<file path="src/rtl/fird_pkg.sv">
package fird_pkg;

   localparam int TAP_COUNT = 17;
   localparam int HALF_TAPS = 9;
   localparam int SAMPLE_W = 32;
   // Wide enough for the largest coefficient at 30 fractional bits.
   localparam int COEF_W = 28;
   localparam int PROD_W = SAMPLE_W + COEF_W;
   // A shifted product stays well below 2^28 in magnitude.
   localparam int TERM_W = 34;
   localparam int ACC_W = 36;

   // Node counts of the registered adder tree, level by level.
   localparam int L1_N = (TAP_COUNT + 1) / 2;
   localparam int L2_N = (L1_N + 1) / 2;
   localparam int L3_N = (L2_N + 1) / 2;
   localparam int L4_N = (L3_N + 1) / 2;

   // Half of the symmetric coefficient set, in units of 1e-7.
   localparam longint COEF_E7 [HALF_TAPS] = '{
      74662, 109120, 206629, 354434, 530993,
      709415, 861884, 964305, 1000366
   };

   typedef logic signed [SAMPLE_W-1:0] sample_type;
   typedef logic signed [COEF_W-1:0] coef_type;
   typedef logic signed [PROD_W-1:0] prod_type;
   typedef logic signed [TERM_W-1:0] term_type;
   typedef logic signed [ACC_W-1:0] acc_type;

   typedef sample_type sample_arr_type [TAP_COUNT];
   typedef term_type term_arr_type [TAP_COUNT];

   typedef struct packed {
      logic advance;
      logic valid;
   } pipe_ctl_type;

   // Coefficient of one tap in Q format, rounded half up.
   function automatic coef_type coef_q(input int tap, input int frac_bits);
      int k;
      longint scaled;
      k = (tap < HALF_TAPS) ? tap : (TAP_COUNT - 1 - tap);
      scaled = (COEF_E7[k] << frac_bits) + 64'sd5000000;
      return coef_type'(scaled / 64'sd10000000);
   endfunction

endpackage

</file>
<file path="src/rtl/fird_taps.sv">
module fird_taps
   import fird_pkg::*;
#(
   parameter int DECIMATION = 10
) (
   input  logic           clock,
   input  logic           reset,
   input  pipe_ctl_type   ctl,
   input  sample_type     sample_in,
   output sample_arr_type taps,
   output logic           fire
);

   localparam int PHASE_W = (DECIMATION > 1) ? $clog2(DECIMATION) : 1;

   sample_type         delay_ff [TAP_COUNT];
   logic [PHASE_W-1:0] phase_ff;
   logic [PHASE_W-1:0] phase_in;
   logic               fire_ff;
   logic               fire_in;
   logic               accept;
   logic               last;

   assign accept = ctl.valid && ctl.advance;
   assign last = (({1'b0, phase_ff} + (PHASE_W + 1)'(1)) == (PHASE_W + 1)'(DECIMATION));

   always_comb begin
      phase_in = phase_ff;
      fire_in = fire_ff;
      if (ctl.advance) begin
         fire_in = accept && last;
      end
      if (accept) begin
         phase_in = last ? '0 : phase_ff + PHASE_W'(1);
      end
   end

   always_ff @(posedge clock) begin
      if (reset) begin
         for (int i = 0; i < TAP_COUNT; i++) begin
            delay_ff[i] <= '0;
         end
         phase_ff <= '0;
         fire_ff <= 1'b0;
      end else begin
         if (accept) begin
            delay_ff[0] <= sample_in;
            for (int i = 1; i < TAP_COUNT; i++) begin
               delay_ff[i] <= delay_ff[i-1];
            end
         end
         phase_ff <= phase_in;
         fire_ff <= fire_in;
      end
   end

   assign taps = delay_ff;
   assign fire = fire_ff;

   a_phase_range: assert property (@(posedge clock) disable iff (reset)
      phase_ff <= PHASE_W'(DECIMATION - 1))
      else $error("phase counter beyond decimation factor");

   a_fire_on_last: assert property (@(posedge clock) disable iff (reset)
      (accept && last) |=> fire_ff)
      else $error("last sample of a phase did not start a result");

   a_no_fire_early: assert property (@(posedge clock) disable iff (reset)
      (accept && !last) |=> !fire_ff)
      else $error("result started before phase end");

endmodule

</file>
<file path="config.mk">
export PLATFORM = sky130hd
export DESIGN_NAME = fird_taps
export DESIGN_NICKNAME = d
export VERILOG_FILES = /design/src/rtl/fird_pkg.sv /design/src/rtl/fird_taps.sv
export SDC_FILE = /design/constraint.sdc
export NUM_CORES = 1
export LEC_CHECK = 0
export BUFFER_PORTS_ARGS = -buffer_cell sky130_fd_sc_hd__buf_4
export CAP_MARGIN = 5
export CORE_AREA = 8 8 219 221
export CTS_CLUSTER_DIAMETER = 80
export DETAILED_ROUTE_END_ITERATION = 10
export DIE_AREA = 0 0 227 229
export HOLD_SLACK_MARGIN = 0.05
export PLACE_DENSITY_LB_ADDON = 0.05
export SLEW_MARGIN = 20
export SYNTH_ARGS = -nofsm -noshare
export SYNTH_HDL_FRONTEND = slang
export SYNTH_SLANG_ARGS = --single-unit
</file>
<file path="constraint.sdc">
create_clock -name clock -period 1.3 [get_ports clock]
set_clock_uncertainty 0.05 [all_clocks]
set_input_delay 0.13 -clock clock [delete_from_list [all_inputs] [get_ports clock]]
set_output_delay 0.13 -clock clock [all_outputs]
set_load 0.05 [all_outputs]
</file>
* Word level (Yosys, flattened, before mapping) *
Cells that the tools add are included.

storage, ports and cells
  register bits = 549
  input port bits = 36
  output and inout port bits = 545
  word-level logic and storage cells = 25

operators by class
  add/sub/neg operators = 2
  equality and inequality tests = 1
  mux-type cells = 1
  reductions and logical operators = 2

operators with widths
  cell                                                                    number
  4-bit by 1-bit adder with 5-bit output (second input constant)          1
  5-bit by 4-bit equality test with 1-bit output (second input constant)  1
  4-bit by 1-bit adder with 4-bit output (second input constant)          1
  4-bit two-way mux                                                       1
  1-bit logical AND                                                       2

* Logic depth before layout (Yosys ltp) *
  depth in word-level cells = 3
  gate-level depth with buffers = 6
  gate-level depth less buffers = 5

* Least setup slack after synthesis *
OpenSTA, ideal clock, no wires.

  kind = register to register
  from = reg phase_ff[0]
  to = reg fire_ff (netlist: fire)
  setup time = 116 ps
  data arrival time = 1097 ps
  data required time = 1134 ps
  setup slack = 37 ps
  stages on the path, launching flop included = 5
  buffers on the path = 0
  clock period less this slack = 1263 ps
  cell sequence = dfxtp_1 ha_1 and3b_1 o21a_1 a41o_1

between the ends
  word-level cells in the longest chain between the ends = 3

ends and longest elaborated chain
  item                                            RTL line         RTL
  from (decl)                                     fird_taps.sv:17  logic [PHASE_W-1:0] phase_ff;
  from (signal assigned)                          fird_taps.sv:52  phase_ff <= phase_in;
  4-bit by 1-bit adder with 5-bit output          fird_taps.sv:25  assign last = (({1'b0, phase_ff} + (PHASE_W + 1)'(1)) == (PHASE_W + 1)'(DECIMATION));
  5-bit by 4-bit equality test with 1-bit output  fird_taps.sv:25
  1-bit logical AND                               fird_taps.sv:31  fire_in = accept && last;
  to (signal assigned)                            fird_taps.sv:53  fire_ff <= fire_in;
  to (decl)                                       fird_taps.sv:19  logic fire_ff;

Every way passes these cells.
A chain may end at the register's enable or synchronous reset.

* Worst setup path in the final report *
  from = reg delay_ff (netlist bit taps[312])
  to = out taps[312] (netlist name)

RTL lines
  item                               RTL line         RTL
  from (decl)                        fird_taps.sv:16  sample_type delay_ff [TAP_COUNT];
  from (signal, indexed assignment)  fird_taps.sv:49  delay_ff[i] <= delay_ff[i-1];
  to (decl)                          fird_taps.sv:10  output sample_arr_type taps,

No word-level cell between the ends.

==> reports/summary.md <==
## Detailed routing
- **Total Routed Length** 89.0 mm
- **number of design-rule violations left by the first detailed-router iteration** 1623
- **count of nets left with antenna violations after detail routing** 0
- **Pre-antenna DRT Iters** 5
- **overall via count from detail_route** 21.6k
- **residual DRC count** 0
- **via-per-instance ratio** 5.19
- **average routed wire per standard cell** 21.4 um

## Finish
- **fraction of final layout cells with drive strength greater than 1** 51.8%
- **Non-Filler Instances** 4163
- **Area growth syn-to-layout** 90.2%
- **commonest non-fill, non-tap cell in the layout** sky130_fd_sc_hd__nand2_1
- **Post-Layout Inst Area** 36300 sq um
- **sequential standard cell area** 12300 sq um
- **Multi-input gate area** 7010 sq um
- **most frequent cells in the layout** sky130_fd_sc_hd__nand2_1, sky130_fd_sc_hd__buf_4, sky130_fd_sc_hd__a21oi_1
- **number of filler cells placed in the layout** 2570
- **final antenna diode count** 0
- **Post-layout nets** 3560

## Clocking
- **TritonCTS clock tree** done
- **Root Buffer Master** sky130_fd_sc_hd__clkbuf_16
- **clk buf depth** 3
- **Worst-path clk slew** 0.06 ns
- **later-pin clock latency in the skew report** 0.59 ns
- **TritonCTS buffer count** 57
- **H-Tree Level Count** 2
- **count of clock tree sinks** 549

## Critical path
- **cell at the slowest stage of the critical path** sky130_fd_sc_hd__dfxtp_4
- **kind of end point of the critical path** output port
- **maximum cell stage delay along the critical path** 0.40 ns
- **largest fanout of any net on the critical path** 2
- **family with the most delay on the worst path** flip-flops
- **type of the worst setup path** flop to output port
- **data arrival time of the critical path** 1.15 ns
- **total buffers and inverters traversed by the critical path** 1
- **crit start category** flop
- **required time worst endpoint** 1.12 ns
- **sequence of cells on the critical path** buf_8

## Yosys
- **Yosys warning total** 0
- **mean instance size in the synthesized netlist** 8.00 sq um
- **Mapped Nets** 2426
- **FF+latch count, synth** 549
- **instance count of the mapped netlist** 2388
- **number of different library cells in the post-synthesis netlist** 25
- **sequential element share of the synthesized area** 57.5%
- **Mapped Area** 19100 sq um

## Timing
- **post-route clock period utilization** 102%
- **measured slew at the worst slew-check pin** 0.971 ns
- **Fmax achieved** 753 MHz
- **max_slew headroom** 35.3%
- **final count of negative-setup-slack endpoints** 20
- **number of failing hold endpoints at the final stage** 0
- **number of pins with negative max-slew slack in the final report** 0
- **setup repair after global routing missed its margin** true
- **final sum of negative setup slack** -0.153 ns
- **smallest setup slack after layout** -0.0279 ns
- **Final min period** 1.33 ns

## Pwr
- **total power divided by cell area** 967 nW/um^2
- **Seq pwr share** 47.0%
- **Net Sw Frac** 23.3%
- **internal portion of total power** 26.9 mW
- **logic gate share of total power** 6.3%
- **worst supply voltage drop on vdd** 0.953 mV
- **net switching component of the power** 8.18 mW
- **Pleak** 14.8 nW
- **part of the total power dissipated in the clock network** 46.7%

## Placement
- **Final GP Congestion** 0.886
- **Port Buf Inserts** 580
- **placed instance area** 24300 sq um
- **DP Cell Count** 3475
- **detailed placer's ending HPWL** 52.0 mm

## GRT
- **via count of the first global-routing pass** 21.8k
- **final global-route overflow total** 0
- **first-pass GRT wire length** 128 mm
- **antenna violations before repair** 0
- **maximum number of pins on one net before global-route repair** 81
- **overall routing resource usage** 31.4%

## Floorplanning
- **Std-Cell Rows** 78
- **Boundary Pins** 581
- **area of the die** 52000 sq um
- **Std-Cell Core Area** 44700 sq um
- **Starting Density** 42.7%
- **overall die height** 229 um
- **horizontal die dimension** 227 um

## Run status
- **violations in the final reports** setup timing
- **status** complete, but fails checks

## Min path
- **worst min-delay path category** input pin to flop

## Run
- **max-capacitance violation count** 0

## stage by stage
| stage | setup slack, ns | util, % | hold slack [ns] | power, mW |
|---|---|---|---|---|
| finish | -0.0279 | 81.3 | 0.0847 | 35.1 |
| global route | -0.0547 | 81.3 | 0.0866 | 36.1 |
| CTS | -0.0580 | 79.6 | 0.0544 | 35.2 |
| detailed placement | -0.0343 | 54.5 | 0.337 | 19.1 |
| global placement | 0.0174 | 54.5 | 0.326 | 19.1 |
| floorplan | 0.0369 | - | 0.216 | 18.5 |
## what timing repair did
action | 4_1_cts | 5_1_grt
resized for setup | 1862 | 49
buffers inserted | 464 | 74
pin swaps | 1 | 1
hold endpoints to repair | 149 | 3
setup endpoints to repair | 547 | 667
hold buffers | 51 | 3
## power by group through the flow
stage / registers, mW / clock network, mW / logic (mW)
floorplan: 17.6 / 0 / 0.916
global placement: 17.3 / 0 / 1.78
detailed placement: 17.3 / 0 / 1.79
CTS: 16.5 / 16.5 / 2.14
global route: 16.5 / 17.3 / 2.33
finish: 16.5 / 16.4 / 2.22
## cells by family after synthesis
logic type,Yosys count,synth area share [%]
XOR/XNOR,2,0.0917
adder cells (fa/ha/maj),2,0.131
AO/OA/AOI/OAI,552,14.6
flip-flops,549,57.5
AND/OR/NAND/NOR,1099,21.7
buffers and inverters,184,5.97
## final cells by class
type	instances	area share, %
Clock buffer	87	4.65
Clock inverter	13	0.455
Inverter	2	0.0207
Multi-Input combinational cell	1655	19.3
Sequential cell	549	33.7
Tap cell	600	2.07
Timing Repair Buffer	1257	39.8
## worst paths after layout
kind	depth (start not counted)	endpoint	startpoint	slack [ns]
min reg2reg	2	taps[6]	taps[6]	0.41
max reg2reg	5	phase_ff[1]	phase_ff[1]	-0.01
min	5	taps[439]	ctl[1]	0.08
max	1	taps[312]	taps[312]	-0.03
## state kept, by name (all words and copies together) (netlist names)
register / count
fire: 1
phase_ff: 4
taps: 544
## synth_stat cells, drive strengths merged
library cell / count / share of area [%]
and2: 1 / 0.033
a311oi: 1 / 0.046
nand2: 1090 / 21
o21ai: 2 / 0.052
xnor2: 1 / 0.046
a41o: 2 / 0.10
o21a: 1 / 0.039
a21oi: 545 / 14
dfxtp: 549 / 58
buf: 72 / 3.8
nor3b: 1 / 0.039
and3: 1 / 0.033
clkbuf: 110 / 2.2
and3b: 1 / 0.046
ha: 2 / 0.13
inv: 2 / 0.039
nand3: 3 / 0.079
a311o: 1 / 0.052
xor2: 1 / 0.046
nor2: 2 / 0.039
## metal layers
| layer | share of wire (%) | vias up | routed length (um) | track usage, % |
|---|---|---|---|---|
| li1 | - | 9953 | - | - |
| met1 | 35 | 10400 | 30800 | 32.9 |
| met2 | 50 | 936 | 44800 | 55.9 |
| met3 | 8.8 | 262 | 7820 | 9.27 |
| met4 | 6.2 | 0 | 5470 | 16.7 |
| met5 | 0 | - | 0 | 0 |
No activity file was read; power rests on OpenSTA's default activity.
