## src/rtl/fird_pkg.sv

```systemverilog
package fird_pkg;

   localparam int TAP_COUNT = 17;
   localparam int HALF_TAPS = 9;
   localparam int SAMPLE_W = 32;
   // Wide enough for the largest coefficient at 30 fractional bits.
   localparam int COEF_W = 28;
   localparam int PROD_W = SAMPLE_W + COEF_W;
   // A shifted product stays well below 2^28 in magnitude.
   localparam int TERM_W = 34;
   localparam int ACC_W = 36;

   // Node counts of the registered adder tree, level by level.
   localparam int L1_N = (TAP_COUNT + 1) / 2;
   localparam int L2_N = (L1_N + 1) / 2;
   localparam int L3_N = (L2_N + 1) / 2;
   localparam int L4_N = (L3_N + 1) / 2;

   // Half of the symmetric coefficient set, in units of 1e-7.
   localparam longint COEF_E7 [HALF_TAPS] = '{
      74662, 109120, 206629, 354434, 530993,
      709415, 861884, 964305, 1000366
   };

   typedef logic signed [SAMPLE_W-1:0] sample_type;
   typedef logic signed [COEF_W-1:0] coef_type;
   typedef logic signed [PROD_W-1:0] prod_type;
   typedef logic signed [TERM_W-1:0] term_type;
   typedef logic signed [ACC_W-1:0] acc_type;

   typedef sample_type sample_arr_type [TAP_COUNT];
   typedef term_type term_arr_type [TAP_COUNT];

   typedef struct packed {
      logic advance;
      logic valid;
   } pipe_ctl_type;

   // Coefficient of one tap in Q format, rounded half up.
   function automatic coef_type coef_q(input int tap, input int frac_bits);
      int k;
      longint scaled;
      k = (tap < HALF_TAPS) ? tap : (TAP_COUNT - 1 - tap);
      scaled = (COEF_E7[k] << frac_bits) + 64'sd5000000;
      return coef_type'(scaled / 64'sd10000000);
   endfunction

endpackage

```

## src/rtl/fird_sum.sv

```systemverilog
module fird_sum
   import fird_pkg::*;
(
   input  logic         clock,
   input  logic         reset,
   input  term_arr_type terms,
   input  logic         terms_valid,
   input  logic         rsp_ready,
   output logic         advance,
   output logic         rsp_valid,
   output sample_type   rsp_filtered_out
);

   localparam acc_type SAT_MAX = acc_type'(32'sh7FFF_FFFF);
   localparam acc_type SAT_MIN = acc_type'(32'sh8000_0000);

   acc_type    l1_in [L1_N];
   acc_type    l1_ff [L1_N];
   acc_type    l2_in [L2_N];
   acc_type    l2_ff [L2_N];
   acc_type    l3_in [L3_N];
   acc_type    l3_ff [L3_N];
   acc_type    l4_in [L4_N];
   acc_type    l4_ff [L4_N];
   acc_type    total;
   sample_type out_in;
   sample_type out_ff;
   logic [3:0] valid_ff;
   logic       out_valid_ff;

   // The whole pipeline moves unless a finished result is still waiting.
   assign advance = !out_valid_ff || rsp_ready;

   always_comb begin
      for (int i = 0; i < L1_N; i++) begin
         if (2 * i + 1 < TAP_COUNT) begin
            l1_in[i] = acc_type'(terms[2*i]) + acc_type'(terms[2*i+1]);
         end else begin
            l1_in[i] = acc_type'(terms[2*i]);
         end
      end
      for (int i = 0; i < L2_N; i++) begin
         l2_in[i] = (2 * i + 1 < L1_N) ? l1_ff[2*i] + l1_ff[2*i+1] : l1_ff[2*i];
      end
      for (int i = 0; i < L3_N; i++) begin
         l3_in[i] = (2 * i + 1 < L2_N) ? l2_ff[2*i] + l2_ff[2*i+1] : l2_ff[2*i];
      end
      for (int i = 0; i < L4_N; i++) begin
         l4_in[i] = (2 * i + 1 < L3_N) ? l3_ff[2*i] + l3_ff[2*i+1] : l3_ff[2*i];
      end
      total = l4_ff[0] + l4_ff[1];
      if (total > SAT_MAX) begin
         out_in = sample_type'(SAT_MAX);
      end else if (total < SAT_MIN) begin
         out_in = sample_type'(SAT_MIN);
      end else begin
         out_in = total[SAMPLE_W-1:0];
      end
   end

   always_ff @(posedge clock) begin
      if (advance) begin
         l1_ff <= l1_in;
         l2_ff <= l2_in;
         l3_ff <= l3_in;
         l4_ff <= l4_in;
         out_ff <= out_in;
      end
   end

   always_ff @(posedge clock) begin
      if (reset) begin
         valid_ff <= '0;
         out_valid_ff <= 1'b0;
      end else if (advance) begin
         valid_ff <= {valid_ff[2:0], terms_valid};
         out_valid_ff <= valid_ff[3];
      end
   end

   assign rsp_valid = out_valid_ff;
   assign rsp_filtered_out = out_ff;

endmodule

```

## config.mk

```make
export PLATFORM = sky130hd
export DESIGN_NAME = fird_sum
export DESIGN_NICKNAME = d
export VERILOG_FILES = /design/src/rtl/fird_pkg.sv /design/src/rtl/fird_sum.sv
export SDC_FILE = /design/constraint.sdc
export NUM_CORES = 2
export LEC_CHECK = 0
export ABC_AREA = 1
export BUFFER_PORTS_ARGS = -buffer_cell sky130_fd_sc_hd__buf_2
export CAP_MARGIN = 20
export CORE_MARGIN = 10
export CORE_UTILIZATION = 56
export CTS_BUF_LIST = sky130_fd_sc_hd__clkbuf_8
export DETAILED_ROUTE_END_ITERATION = 8
export PLACE_DENSITY = 0.76
export SLEW_MARGIN = 30
export SYNTH_ARGS = -nofsm -noshare
export SYNTH_HDL_FRONTEND = slang
export SYNTH_SLANG_ARGS = --single-unit
```

## constraint.sdc

```tcl
create_clock -name clock -period 17.21 [get_ports clock]
set_clock_uncertainty 0.15 [all_clocks]
set_input_delay 1.721 -clock clock [delete_from_list [all_inputs] [get_ports clock]]
set_output_delay 1.721 -clock clock [all_outputs]
set_load 0.01 [all_outputs]
```

# After elaboration in Yosys (flattened, before gate mapping)
# Index checks and enable logic that the tools add are counted.
# totals
reg_bits,713
in_bits,582
out_inout_bits,34
wordCells,43
# classes
add_sub_neg,16
n_lt_le_gt_ge,2
muxes,1
reduce_logical,2
# ops
operator,count
34-bit by 34-bit adder with 35-bit output,8
36-bit adder,7
36-bit by 34-bit adder with 36-bit output,1
36-bit by 32-bit greater-than comparator with 1-bit output (second input constant),1
36-bit by 32-bit less-than comparator with 1-bit output (second input constant),1
32-bit 2-to-1 mux,1
1-bit zero test,1
1-bit logical OR,1

# Depth between registers and ports, before layout
# logic_depth
ltp_word,3
depth_mapped,18
depth_no_buf,17

# Worst setup path after synthesis
# Ideal clock, no wire load.
# synth_path
path_kind,input to output
startpoint,in rsp_ready
endpoint,out advance
arrival_ns,15.418
required_ns,15.339
slack_ns,-0.079
path_stages,2
path_buffers,0
cell_sequence,nor2_1 inv_1
# synth_between
elab_chain_len,1
# synth_rtl
element,line,source
"start, declared",fird_sum.sv:8,"input logic rsp_ready,"
1-bit logical OR,fird_sum.sv:32,assign advance = !out_valid_ff || rsp_ready;
"end, declared",fird_sum.sv:9,"output logic advance,"
# Every way passes these cells.

# Worst setup path in the final report
# layout_path
startpoint,in rsp_ready
endpoint,"reg l1_ff[157] (netlist name), enable pin"
# layout_between
elab_chain_len,1
# layout_rtl
element,line,source
1-bit logical OR,fird_sum.sv:32,
"end signal, assigned",fird_sum.sv:63,l1_ff <= l1_in;
"end, declared",fird_sum.sv:18,acc_type l1_ff [L1_N];
# Every way passes these cells.
# A chain may end at the register's enable or synchronous reset.

==> impl.org <==
** Pwr
- The share of total power dissipated in sequential elements is 30.5%.
- Switching share of total power :: 46.23%
- Pwr Density :: 163.1 nW/um^2
- Fraction of power consumed by combinational cells :: 54.6%
- Maximum ir drop on the vdd rail :: 0.09121 mV
- For this design the total switching power over the nets is 4719 uW.
- Cell internal power was estimated by the tool at 5489 uW.
- Clock share of power :: 14.9%
- Static leakage power :: 0.02984 uW

** Worst hold path
- The path with the worst hold slack has its endpoint at l4_ff[23].
- Origin of the worst min-delay path :: l3_ff[23]
- Hold path depth :: 0
- The path class of the tightest hold or removal check is reg2reg.

** Setup path
- In this run the worst path has a maximum fanout of 76.
- In this run the worst setup path begins at rsp_ready.
- Setup slack on the worst flop-to-flop path :: 12.49 ns
- STA puts the critical path data arrival time at 5.63 ns.
- Critical path class :: in2reg
- Number of cells on the worst reg-to-reg path :: 8
- Launch instance of the worst register-to-register path :: rsp_valid
- Worst reg2reg path endpoint :: l1_ff[157]
- Required time of the worst setup path :: 17.43 ns
- Category of the worst setup path launch point :: input port
- Critical Path End Type :: flop

** CTS
- The number of hold buffers added after CTS was 0.
- CTS clock-pin slew for the worst setup and hold paths :: 0.06 ns
- Counting every sink on the clock net gives 705.
- The clock reaches the later pin of the worst-skew pair after 0.79 ns.
- Post-CTS resize count :: 0
- CTS tree :: yes
- CTS built an H-tree with a depth of 3.
- Buffers added to address setup during post-CTS repair amount to 0.
- Clock buffers created by TritonCTS :: 115
- Root cell of the clock tree :: clkbuf_8
- The clock passes through at most 3 buffers.

** Layout
- Layout-stage area growth over the synthesis result :: 12.83%
- Fraction of final layout cells with drive strength greater than 1 :: 11.04%
- Non-Filler Instances :: 9051
- Utilization of the core after routing :: 63.68%
- The final layout contains 8810 nets.

** Synthesis
- After synthesis, the share of flip-flops with an asynchronous set or reset is 0%.
- Fraction of the yosys area taken by sequential cells :: 38.08%
- Combined area of all synthesized cells :: 55460 um^2
- Yosys mapped a number of flops with a built-in enable equal to 700.
- Synthesis produced a netlist whose cell count is 6924.
- Avg Inst Size Synth :: 8.010 um^2
- The number of nets in the synthesized netlist is 8074.
- Counting flops and latches in the post-synthesis netlist gives 705.
- For this run, the number of Yosys warnings is 0.
- The synthesized netlist contains 44 unique library cells.
- Main flop type after synthesis :: edfxtp_1

** GRT
- For this run the aggregate overflow at the end of global routing stands at 0.
- GRT Total Usage :: 29.12%
- Entering global routing, the biggest net connects 84 pins.
- The initial antenna violation count is 2.
- The number of global-route vias before repair was 48760.
- The first global-routing pass estimated 260800 um of wire.

** Floorplanning
- The initialized floorplan defines 115 standard-cell rows.
- The die covers 112000 um^2.
- During I/O placement, the number of pins put on the boundary was 616.
- The initial utilization of the core area, before any placement, comes to 56.44%.
- The die is 334.7 um tall.
- Placeable core region :: 98280 um^2
- Die Wd :: 334.7 um

** STA
- Setup WS post-layout :: 11.80 ns
- Min Hold Slack :: 0.2521 ns
- Setup TNS Final :: 0 ns
- In this run the tightest slew margin relative to its limit is 38.69%.
- After layout, the worst path uses 31.43% of the clock period.
- Transition time at the pin with the least slew margin :: 0.9112 ns
- The number of hold violations in the final report is 0.
- Min Tclk post-route :: 5.409 ns
- Setup violations remaining at the end of the flow were counted as 0.
- Derived from the worst setup path, the maximum achievable clock frequency is 184.9 MHz.
- Number of max-slew violations in the final report :: 0
- Setup repair after global routing left no endpoint under its margin.

** Route
- Routed length on met2 :: 78850 um
- Top layer used by detailed routing :: met4
- After detailed routing, the met3 layer carries 12230 um of wire.
- Count of vias placed by the detailed router :: 50053
- Drt via density :: 5.530
- The pre-antenna-repair detailed-routing pass consisted of 6 iterations.
- Dividing the detail-routed wire length by the instance count gives 18.71 um.
- M1 WL :: 73540 um
- After detailed routing, the number of remaining DRC violations is 0.
- For this block, the initial DRC count from the detailed router was 4232.
- Antenna Nets Post-Route :: 0
- The routed design has 169300 um of wire.

** Placed design
- DP Worst Slack :: 10.67 ns
- Routability-driven placement finished with a final weighted congestion of 0.9995.
- Total half-perimeter wirelength after legalization and detailed placement :: 142200 um
- Port Buf Inserts :: 615
- Placed cell count :: 8830

** Run status
- Result of the run :: completed

** Job
- The tool flagged a number of max-cap violations equal to 0.
## Yosys cell counts (68+ instances only)
cell,instances,share of area [%]
nand2_1,1574,11
inv_1,986,6.7
nor2_1,824,5.6
edfxtp_1,700,38
a21oi_1,590,5.3
ha_1,552,12
xor2_1,348,5.5
o21ai_0,300,2.7
nand3_1,225,2.0
xnor2_1,122,1.9
a21o_1,108,1.5
a31oi_1,85,0.96
nor3_1,74,0.67
nand4_1,68,0.77
## cells by family (layout without fill, tap and decap cells)
| family | Yosys count | in the layout | share of synthesized area (%) |
|---|---|---|---|
| compound gates | 1346 | 1346 | 14.01 |
| xor+xnor | 470 | 470 | 7.422 |
| fa+ha+maj | 568 | 568 | 13.03 |
| buf+inv | 994 | 1831 | 6.808 |
| flops | 705 | 705 | 38.08 |
| other cells | 0 | 3 | 0 |
| simple gates | 2841 | 2841 | 20.65 |
## flip-flops by register name, summed over array words and instances, names as in the netlist
register          cells
l3_ff               106
valid_ff              4
l2_ff               178
rsp_filtered_out     32
l1_ff               314
rsp_valid             1
l4_ff                70
## critical path, stage by stage
cell and delay, ns:
buf_2 0.09, nor2_1 0.12, clkinvlp_4 0.10, buf_4 0.50, buf_4 0.75, buf_4 0.78
buf_6 0.62, buf_4 0.76
## power by group through the flow
stage / logic [uW] / registers, uW / clock network (uW)
4_1_cts: 5500 / 3110 / 1560
3_5_place_dp: 5460 / 3130 / 0
5_1_grt: 6190 / 3140 / 1640
3_3_place_gp: 5420 / 3130 / 0
2_1_floorplan: 3900 / 2940 / 0
6_report: 5570 / 3120 / 1520
## per-stage QoR
stage	power (uW)	area, um^2
final	10210	62580
after global routing	10970	62580
after CTS	10170	62560
after detailed placement	8595	60160
after global placement	8551	60160
after floorplan	6837	55470
## worst max path at each step
stage                  to
3_5_place_dp   l1_ff[156]
6_report       l1_ff[157]
5_1_grt        l1_ff[157]
2_1_floorplan    l1_ff[0]
4_1_cts        l1_ff[156]
3_3_place_gp   l1_ff[156]
## area by class of cell
type	count	area [um^2]
Multi-Input combinational cell	5225	30570
Inverter	988	3712
Tap cell	1287	1610
Sequential cell	705	21120
Timing Repair Buffer	625	3168
Clock inverter	101	782.0
Antenna cell	3	7.507
Clock buffer	117	1610
Fill cell	8621	35700
## placed cells by master (no fill, tap or decap), drive strengths merged, types with 20 or more instances in the layout
cell,instances
a21boi,42
a21o,108
a21oi,604
a31oi,85
buf,625
clkbuf,117
clkinv,59
edfxtp,700
ha,552
inv,1011
nand2,1590
nand3,227
nand4,68
nor2,830
nor3,78
nor4,33
o21a,20
o21ai,349
o21bai,67
o221ai,37
xnor2,122
xor2,348
## routing by layer
metal / up-vias / track usage (%)
met1: 22995 / 38.93
met3: 266 / 4.152
met2: 1874 / 48.59
li1: 24918 / -
met4: 0 / 8.883
met5: - / 0
Power figures use the tool's default switching activity.
